$ cat src/ihs_pkg.sv
`timescale 1ns / 1ps
`default_nettype none
// ----------------------------------------------------------------------------
// ihs_pkg: shared types and constants of the implicit heat step block
// Rod size, register codes, controller states and the command/status bundles
// between the sequencer and the datapath.
// ----------------------------------------------------------------------------
package ihs_pkg;

  // rod geometry
  localparam int INTERVALS = 1024;
  localparam int NODES     = INTERVALS + 1;
  localparam int IDX_W     = $clog2(NODES);
  localparam int AB_W      = $clog2(INTERVALS);

  // datapath widths
  localparam int DATA_W    = 32;
  localparam int CFG_IDX_W = 2;
  localparam int PROBE_W   = 11;
  localparam int D_W       = 34;  // divisor 2^24 + 2r - ra
  localparam int Q_W       = 40;  // quotient bits produced by the divider
  localparam int DCNT_W    = $clog2(Q_W + 1);

  // register reset values
  localparam logic [DATA_W-1:0]        RATIO_RST = 32'd21198816;
  localparam logic signed [DATA_W-1:0] BOUND_RST = -32'sd6553600;
  localparam logic signed [DATA_W-1:0] INIT_RST  = 32'sd1310720;
  localparam logic [PROBE_W-1:0]       PROBE_RST = 11'd512;

  localparam logic signed [DATA_W-1:0] T_MAX = 32'sh7FFF_FFFF;
  localparam logic signed [DATA_W-1:0] T_MIN = 32'sh8000_0000;

  typedef enum logic [CFG_IDX_W-1:0] {
    REG_RATIO = 2'd0,
    REG_BOUND = 2'd1,
    REG_INIT  = 2'd2,
    REG_PROBE = 2'd3
  } cfg_reg_e;

  typedef enum logic [1:0] {
    NW_RESET,
    NW_INIT,
    NW_BOUND,
    NW_BACK
  } node_wsel_e;

  typedef enum logic [1:0] {
    MUL_RA,
    MUL_BETA,
    MUL_BACK
  } mul_sel_e;

  typedef enum logic [3:0] {
    ST_CLEAR,
    ST_IDLE,
    ST_FILL,
    ST_F_INIT,
    ST_F_RA,
    ST_F_D,
    ST_F_M,
    ST_F_DIV,
    ST_F_WR,
    ST_B_TOP,
    ST_B_RD,
    ST_B_MUL,
    ST_B_WR,
    ST_P_RD,
    ST_OUT
  } state_e;

  // sequencer to datapath
  typedef struct packed {
    logic [IDX_W-1:0] idx;
    logic             node_we;
    node_wsel_e       node_wsel;
    logic             node_rd;
    logic             probe_rd;
    logic             ab_we;
    logic             ab_init;
    logic             ab_rd;
    logic             mul_en;
    mul_sel_e         mul_sel;
    logic             d_en;
    logic             div_start;
    logic             t_bound;
    logic             t_back;
    logic             steps_clr;
    logic             steps_inc;
    logic             out_load;
  } cmd_t;

  // datapath to sequencer
  typedef struct packed {
    logic div_done;
    logic out_free;
  } sts_t;

  // magnitude of a signed word as unsigned
  function automatic logic [DATA_W-1:0] mag32(input logic [DATA_W-1:0] x);
    mag32 = x[DATA_W-1] ? (~x + 32'd1) : x;
  endfunction

endpackage
`default_nettype wire

$ cat src/ihs_ctrl.sv
`timescale 1ns / 1ps
`default_nettype none
// ----------------------------------------------------------------------------
// ihs_ctrl: sequencer of the implicit heat step
// Walks the clearing pass, restart fill, forward sweep, back substitution
// and probe report, and drives the datapath commands.
// ----------------------------------------------------------------------------
module ihs_ctrl (
  input  wire            clk_i,
  input  wire            rst_ni,
  input  wire            in_valid_i,
  input  wire            restart_i,
  output logic           in_stall_o,
  input  ihs_pkg::sts_t  sts_i,
  output ihs_pkg::cmd_t  cmd_o
);
  import ihs_pkg::*;

  state_e           state_q, state_d;
  logic [IDX_W-1:0] idx_q, idx_d;

  always_ff @(posedge clk_i or negedge rst_ni) begin
    if (!rst_ni) begin
      state_q <= ST_CLEAR;
      idx_q   <= '0;
    end else begin
      state_q <= state_d;
      idx_q   <= idx_d;
    end
  end

  // next state and node index
  always_comb begin
    state_d = state_q;
    idx_d   = idx_q;
    unique case (state_q)
      ST_CLEAR: begin
        if (idx_q == IDX_W'(INTERVALS)) begin
          state_d = ST_IDLE;
          idx_d   = '0;
        end else begin
          idx_d = idx_q + 1'b1;
        end
      end
      ST_IDLE: begin
        idx_d = '0;
        if (in_valid_i) state_d = restart_i ? ST_FILL : ST_F_INIT;
      end
      ST_FILL: begin
        if (idx_q == IDX_W'(INTERVALS)) state_d = ST_P_RD;
        else                            idx_d   = idx_q + 1'b1;
      end
      ST_F_INIT: begin
        state_d = ST_F_RA;
        idx_d   = IDX_W'(1);
      end
      ST_F_RA:  state_d = ST_F_D;
      ST_F_D:   state_d = ST_F_M;
      ST_F_M:   state_d = ST_F_DIV;
      ST_F_DIV: if (sts_i.div_done) state_d = ST_F_WR;
      ST_F_WR: begin
        if (idx_q == IDX_W'(INTERVALS - 1)) begin
          state_d = ST_B_TOP;
          idx_d   = IDX_W'(INTERVALS);
        end else begin
          state_d = ST_F_RA;
          idx_d   = idx_q + 1'b1;
        end
      end
      ST_B_TOP: begin
        state_d = ST_B_RD;
        idx_d   = IDX_W'(INTERVALS - 1);
      end
      ST_B_RD:  state_d = ST_B_MUL;
      ST_B_MUL: state_d = ST_B_WR;
      ST_B_WR: begin
        if (idx_q == '0) begin
          state_d = ST_P_RD;
        end else begin
          state_d = ST_B_RD;
          idx_d   = idx_q - 1'b1;
        end
      end
      ST_P_RD: state_d = ST_OUT;
      ST_OUT:  if (sts_i.out_free) state_d = ST_IDLE;
      default: state_d = ST_IDLE;
    endcase
  end

  // command outputs
  always_comb begin
    cmd_o           = '0;
    cmd_o.idx       = idx_q;
    cmd_o.node_wsel = NW_BACK;
    cmd_o.mul_sel   = MUL_RA;
    in_stall_o      = (state_q != ST_IDLE);
    unique case (state_q)
      ST_CLEAR: begin
        cmd_o.node_we   = 1'b1;
        cmd_o.node_wsel = NW_RESET;
      end
      ST_IDLE: begin
        cmd_o.steps_clr = in_valid_i && restart_i;
      end
      ST_FILL: begin
        cmd_o.node_we   = 1'b1;
        cmd_o.node_wsel = NW_INIT;
      end
      ST_F_INIT: begin
        cmd_o.ab_we   = 1'b1;
        cmd_o.ab_init = 1'b1;
      end
      ST_F_RA: begin
        cmd_o.mul_en  = 1'b1;
        cmd_o.mul_sel = MUL_RA;
        cmd_o.node_rd = 1'b1;
      end
      ST_F_D: begin
        cmd_o.d_en    = 1'b1;
        cmd_o.mul_en  = 1'b1;
        cmd_o.mul_sel = MUL_BETA;
      end
      ST_F_M:   cmd_o.div_start = 1'b1;
      ST_F_DIV: ;
      ST_F_WR:  cmd_o.ab_we = 1'b1;
      ST_B_TOP: begin
        cmd_o.node_we   = 1'b1;
        cmd_o.node_wsel = NW_BOUND;
        cmd_o.t_bound   = 1'b1;
        cmd_o.steps_inc = 1'b1;
      end
      ST_B_RD: cmd_o.ab_rd = 1'b1;
      ST_B_MUL: begin
        cmd_o.mul_en  = 1'b1;
        cmd_o.mul_sel = MUL_BACK;
      end
      ST_B_WR: begin
        cmd_o.node_we   = 1'b1;
        cmd_o.node_wsel = NW_BACK;
        cmd_o.t_back    = 1'b1;
      end
      ST_P_RD: begin
        cmd_o.node_rd  = 1'b1;
        cmd_o.probe_rd = 1'b1;
      end
      ST_OUT:  cmd_o.out_load = sts_i.out_free;
      default: ;
    endcase
  end

`ifndef SYNTHESIS
  a_div_seq: assert property (@(posedge clk_i) disable iff (!rst_ni)
    cmd_o.div_start |=> (state_q == ST_F_DIV))
    else $error("divider started outside the sweep");
  a_ab_idx: assert property (@(posedge clk_i) disable iff (!rst_ni)
    (cmd_o.ab_we || cmd_o.ab_rd) |-> (idx_q < IDX_W'(INTERVALS)))
    else $error("sweep memory index out of range");
  a_out_free: assert property (@(posedge clk_i) disable iff (!rst_ni)
    cmd_o.out_load |-> sts_i.out_free)
    else $error("result overwritten while stalled");
  a_top_node: assert property (@(posedge clk_i) disable iff (!rst_ni)
    (state_q == ST_B_TOP) |-> (idx_q == IDX_W'(INTERVALS)))
    else $error("boundary written to wrong node");
`endif

endmodule
`default_nettype wire

$ cat config.mk
export PLATFORM = sky130hd
export DESIGN_NAME = ihs_ctrl
export DESIGN_NICKNAME = d
export VERILOG_FILES = /design/src/ihs_pkg.sv /design/src/ihs_ctrl.sv
export SDC_FILE = /design/constraint.sdc
export NUM_CORES = 1
export LEC_CHECK = 0
export BUFFER_PORTS_ARGS = -buffer_cell sky130_fd_sc_hd__buf_4
export CAP_MARGIN = 25
export CORE_ASPECT_RATIO = 0.8
export CORE_MARGIN = 2
export CORE_UTILIZATION = 40
export CTS_CLUSTER_SIZE = 8
export DETAILED_ROUTE_END_ITERATION = 8
export GPL_TIMING_DRIVEN = 0
export SLEW_MARGIN = 0
export SYNTH_ARGS = -nofsm -noshare
export SYNTH_HDL_FRONTEND = slang
export SYNTH_SLANG_ARGS = --single-unit
$ cat constraint.sdc
create_clock -name clk_i -period 2.8 [get_ports clk_i]
set_clock_uncertainty 0.15 [all_clocks]
set_input_delay 0.84 -clock clk_i [delete_from_list [all_inputs] [get_ports clk_i]]
set_output_delay 0.84 -clock clk_i [all_outputs]
set_load 0.005 [all_outputs]
==> results_dict.tcl <==
set metrics [dict create \
    hp-class "input port to asynchronous set/reset pin" \
    power_density_nw_per_um2 1140 \
    crit_family "simple AND/OR/NAND/NOR gates" \
    cts-hold-fix-buffers 0 \
    cp.arrival_ns 2.69 \
    finalNetCount 253 \
    worstPathCellList "inv_1, ha_4, or4b_1, buf_2, or3_4, o31a_1, buf_6, nor2b_1, o32a_1" \
    cts_max_level 1 \
    wl_um 4340 \
    worstSetupEndpointType "register" \
    reg2reg_slack_ns 0.09 \
    syn_inst 202 \
    swShare_pct 46.7 \
    synth.net_count 210 \
    synthTopCellsByArea "dfrtp_1, nor2_1, o21ai_0" \
    crit_fanout 10 \
    netlist_area_sq_um 1530 \
    peakVddDrop_v 0.000637 \
    die_h_um 59.3 \
    ff2ff_path_depth 9 \
    timing.fmax_mhz 369 \
    synth_common_cells "nor2_1, dfrtp_1, nand2_1, o21ai_0" \
    power_frac_seq_pct 17.6 \
    die_x_um 73.1 \
    antenna_found_initial 0 \
    synth_warnings 0 \
    first_global_vias 1424 \
    grt_pass1_wl_um 7030 \
    cts_tree "done" \
    overflow 0 \
    synth_top_area_share_pct 24.6 \
    p_switching_mw 1.05 \
    maxSlewViolCount 0 \
    yosys.cell_count.top_type "nor2_1" \
    dieArea_sq_um 4330 \
    worst_skew_pair.late_latency_ns 0.25 \
    r2r_end "idx_q[2]" \
    p_int_mw 1.20 \
    synth_edf_count 0 \
    instances_no_fill 288 \
    place.gp.congestion 0.866 \
    core_sq_um 3730 \
    syn_area_per_cell_sq_um 7.56 \
    ys_seq_area_share_pct 24.6 \
    fill_cells 377 \
    ys_ff_latch 15 \
    holdWs_ns 0.279 \
    vias 1670 \
    async_flop_share_pct 100 \
    drcViolationCount 0 \
    layout_min_cycle_time_ns 2.71 \
    root_buffer "clkbuf_8" \
    initial_core_util_pct 40.9 \
    timing.final.crit_share_pct 96.8 \
    dr.pass1.iters 4 \
    cp_num_buf_inv 3 \
    critPathRequiredTime_ns 2.78 \
    tritoncts.num_buffers 3 \
    synth_cell_type_count 53 \
    grt_util_all_layers_pct 21.0 \
    n_antenna_cell 0 \
    clk_pin_slew_worst_paths_ns 0.06 \
    placedCellCount 281 \
    area_delta_synth_final_pct 29.4 \
    drive_gt1_share_pct 29.5 \
    pre_cts_ws_ns -0.136 \
    via_per_inst 5.80 \
    r2r_start "idx_q[0]" \
    wl_per_cell_um 15.1 \
    status "finished, final reports clean" \
    power_leakage_nw 0.860 \
    crit_path_top_delay_cell "dfrtp_2" \
    synthFlopType "dfrtp_1" \
    p_clk_share_pct 7.8 \
    slowest_delay_ns 0.44 \
    setup_viol 0 \
    post-synth-top-area-cell "dfrtp_1" \
    cts_num_sinks 15 \
    fin_ws_ns 0.0897 \
    worstMarginPinSlew_ns 0.523 \
    power.share.combinational_pct 74.6 \
    cap_violations 0 \
    grt_max_degree 16 \
    clockBufferDepth 2 \
    path_class "register to register" \
    final_hold_viol_count 0 \
    critPathLaunchType "register" \
    ant_nets 0 \
    io_buffers 35 \
    slew_headroom_pct 64.8 \
    placementRows 20 \
    drtIter0Drc 160 \
    dp_hpwl_um 3240 \
    pin_count 36 \
]
==> worst max path at each step <==
stage	start	to	slack (ns)	cells past startpoint
3_5_place_dp	idx_q[0]	idx_q[9]	-0.14	9
3_3_place_gp	idx_q[0]	idx_q[9]	-0.13	9
6_report	idx_q[0]	idx_q[2]	0.09	9
4_1_cts	idx_q[0]	idx_q[8]	0.001	8
2_1_floorplan	idx_q[0]	idx_q[2]	0.18	9
5_1_grt	state_q[2]	cmd_o[17]	-0.002	5
==> state kept, by name (all words and copies together) (netlist names) <==
| name | count |
|---|---|
| idx_q | 11 |
| state_q | 4 |
==> logic make-up (layout without fill, tap and decap cells) <==
group	Yosys count	after routing	share of synthesized area [%]
mux	2	2	1.48
buf+inv	26	68	8.20
flops	15	15	24.6
compound gates	67	67	31.0
xor+xnor	5	5	2.87
fa+ha+maj	2	2	1.64
simple gates	85	85	30.2
==> area by class of cell <==
cell class,instances,area [sq um],share of cell area [%]
buffer,18,108,5.45
clock buffer,3,41.3,2.09
clock inverter,1,5.00,0.253
inverter,7,26.3,1.33
multi-input combinational,161,1070,54.1
sequential,15,379,19.2
tap,44,55.1,2.79
timing repair buffer,39,293,14.8
==> cell usage in the layout (no fill, tap or decap), types with 2 or more instances in the layout <==
cell type,instances
and2_1,4
or3_1,4
xnor2_1,4
a22o_1,7
nor2_1,19
or4_1,3
nand2b_1,11
clkbuf_2,4
inv_1,6
buf_4,40
o31ai_1,4
nor2b_1,4
nor3_1,2
nand3_1,4
o22ai_1,2
a2bb2oi_1,2
buf_6,3
nor3b_1,3
a22oi_1,2
mux2_2,2
clkbuf_8,3
nor4_1,3
o21a_1,2
dfrtp_2,3
a31oi_1,3
and3_1,2
nand4_1,2
dfrtp_1,12
buf_2,4
a21oi_1,11
or2_2,3
clkbuf_1,5
nand2_1,15
o221ai_1,5
o21ai_0,14
==> through the flow <==
stage	total power [mW]	TNS (ns)	utilization, %	area (sq um)
2_1_floorplan	1.46	0	-	1530
3_3_place_gp	1.95	-0.738	49.5	1840
3_5_place_dp	1.95	-0.752	49.5	1840
4_1_cts	2.19	0	51.5	1920
5_1_grt	2.46	-0.00205	53.0	1980
6_report	2.26	0	53.0	1980
==> per-layer routing <==
layer | vias to the layer above | wire (um) | part of all wire [%] | GRT usage [%]
met5 | - | 0 | 0 | 0
met2 | 54 | 1800 | 41 | 26.8
li1 | 834 | - | - | -
met4 | 0 | 0 | 0 | 3.70
met3 | 0 | 268 | 6.2 | 6.12
met1 | 782 | 2270 | 52 | 34.0
==> power groups by stage <==
| stage | logic (mW) | clock network [mW] | registers, mW |
|---|---|---|---|
| floorplan | 1.07 | 0 | 0.390 |
| global placement | 1.55 | 0 | 0.406 |
| detailed placement | 1.54 | 0 | 0.407 |
| CTS | 1.60 | 0.189 | 0.402 |
| global route | 1.86 | 0.193 | 0.415 |
| finish | 1.68 | 0.177 | 0.397 |
==> timing repair <==
item | 4_1_cts | 5_1_grt
pin swaps | 1 | 1
gates cloned | 0 | 0
buffers inserted | 2 | 2
setup endpoints to repair | 15 | 24
resized for setup | 5 | 18
(Power assumes the default switching activity.)
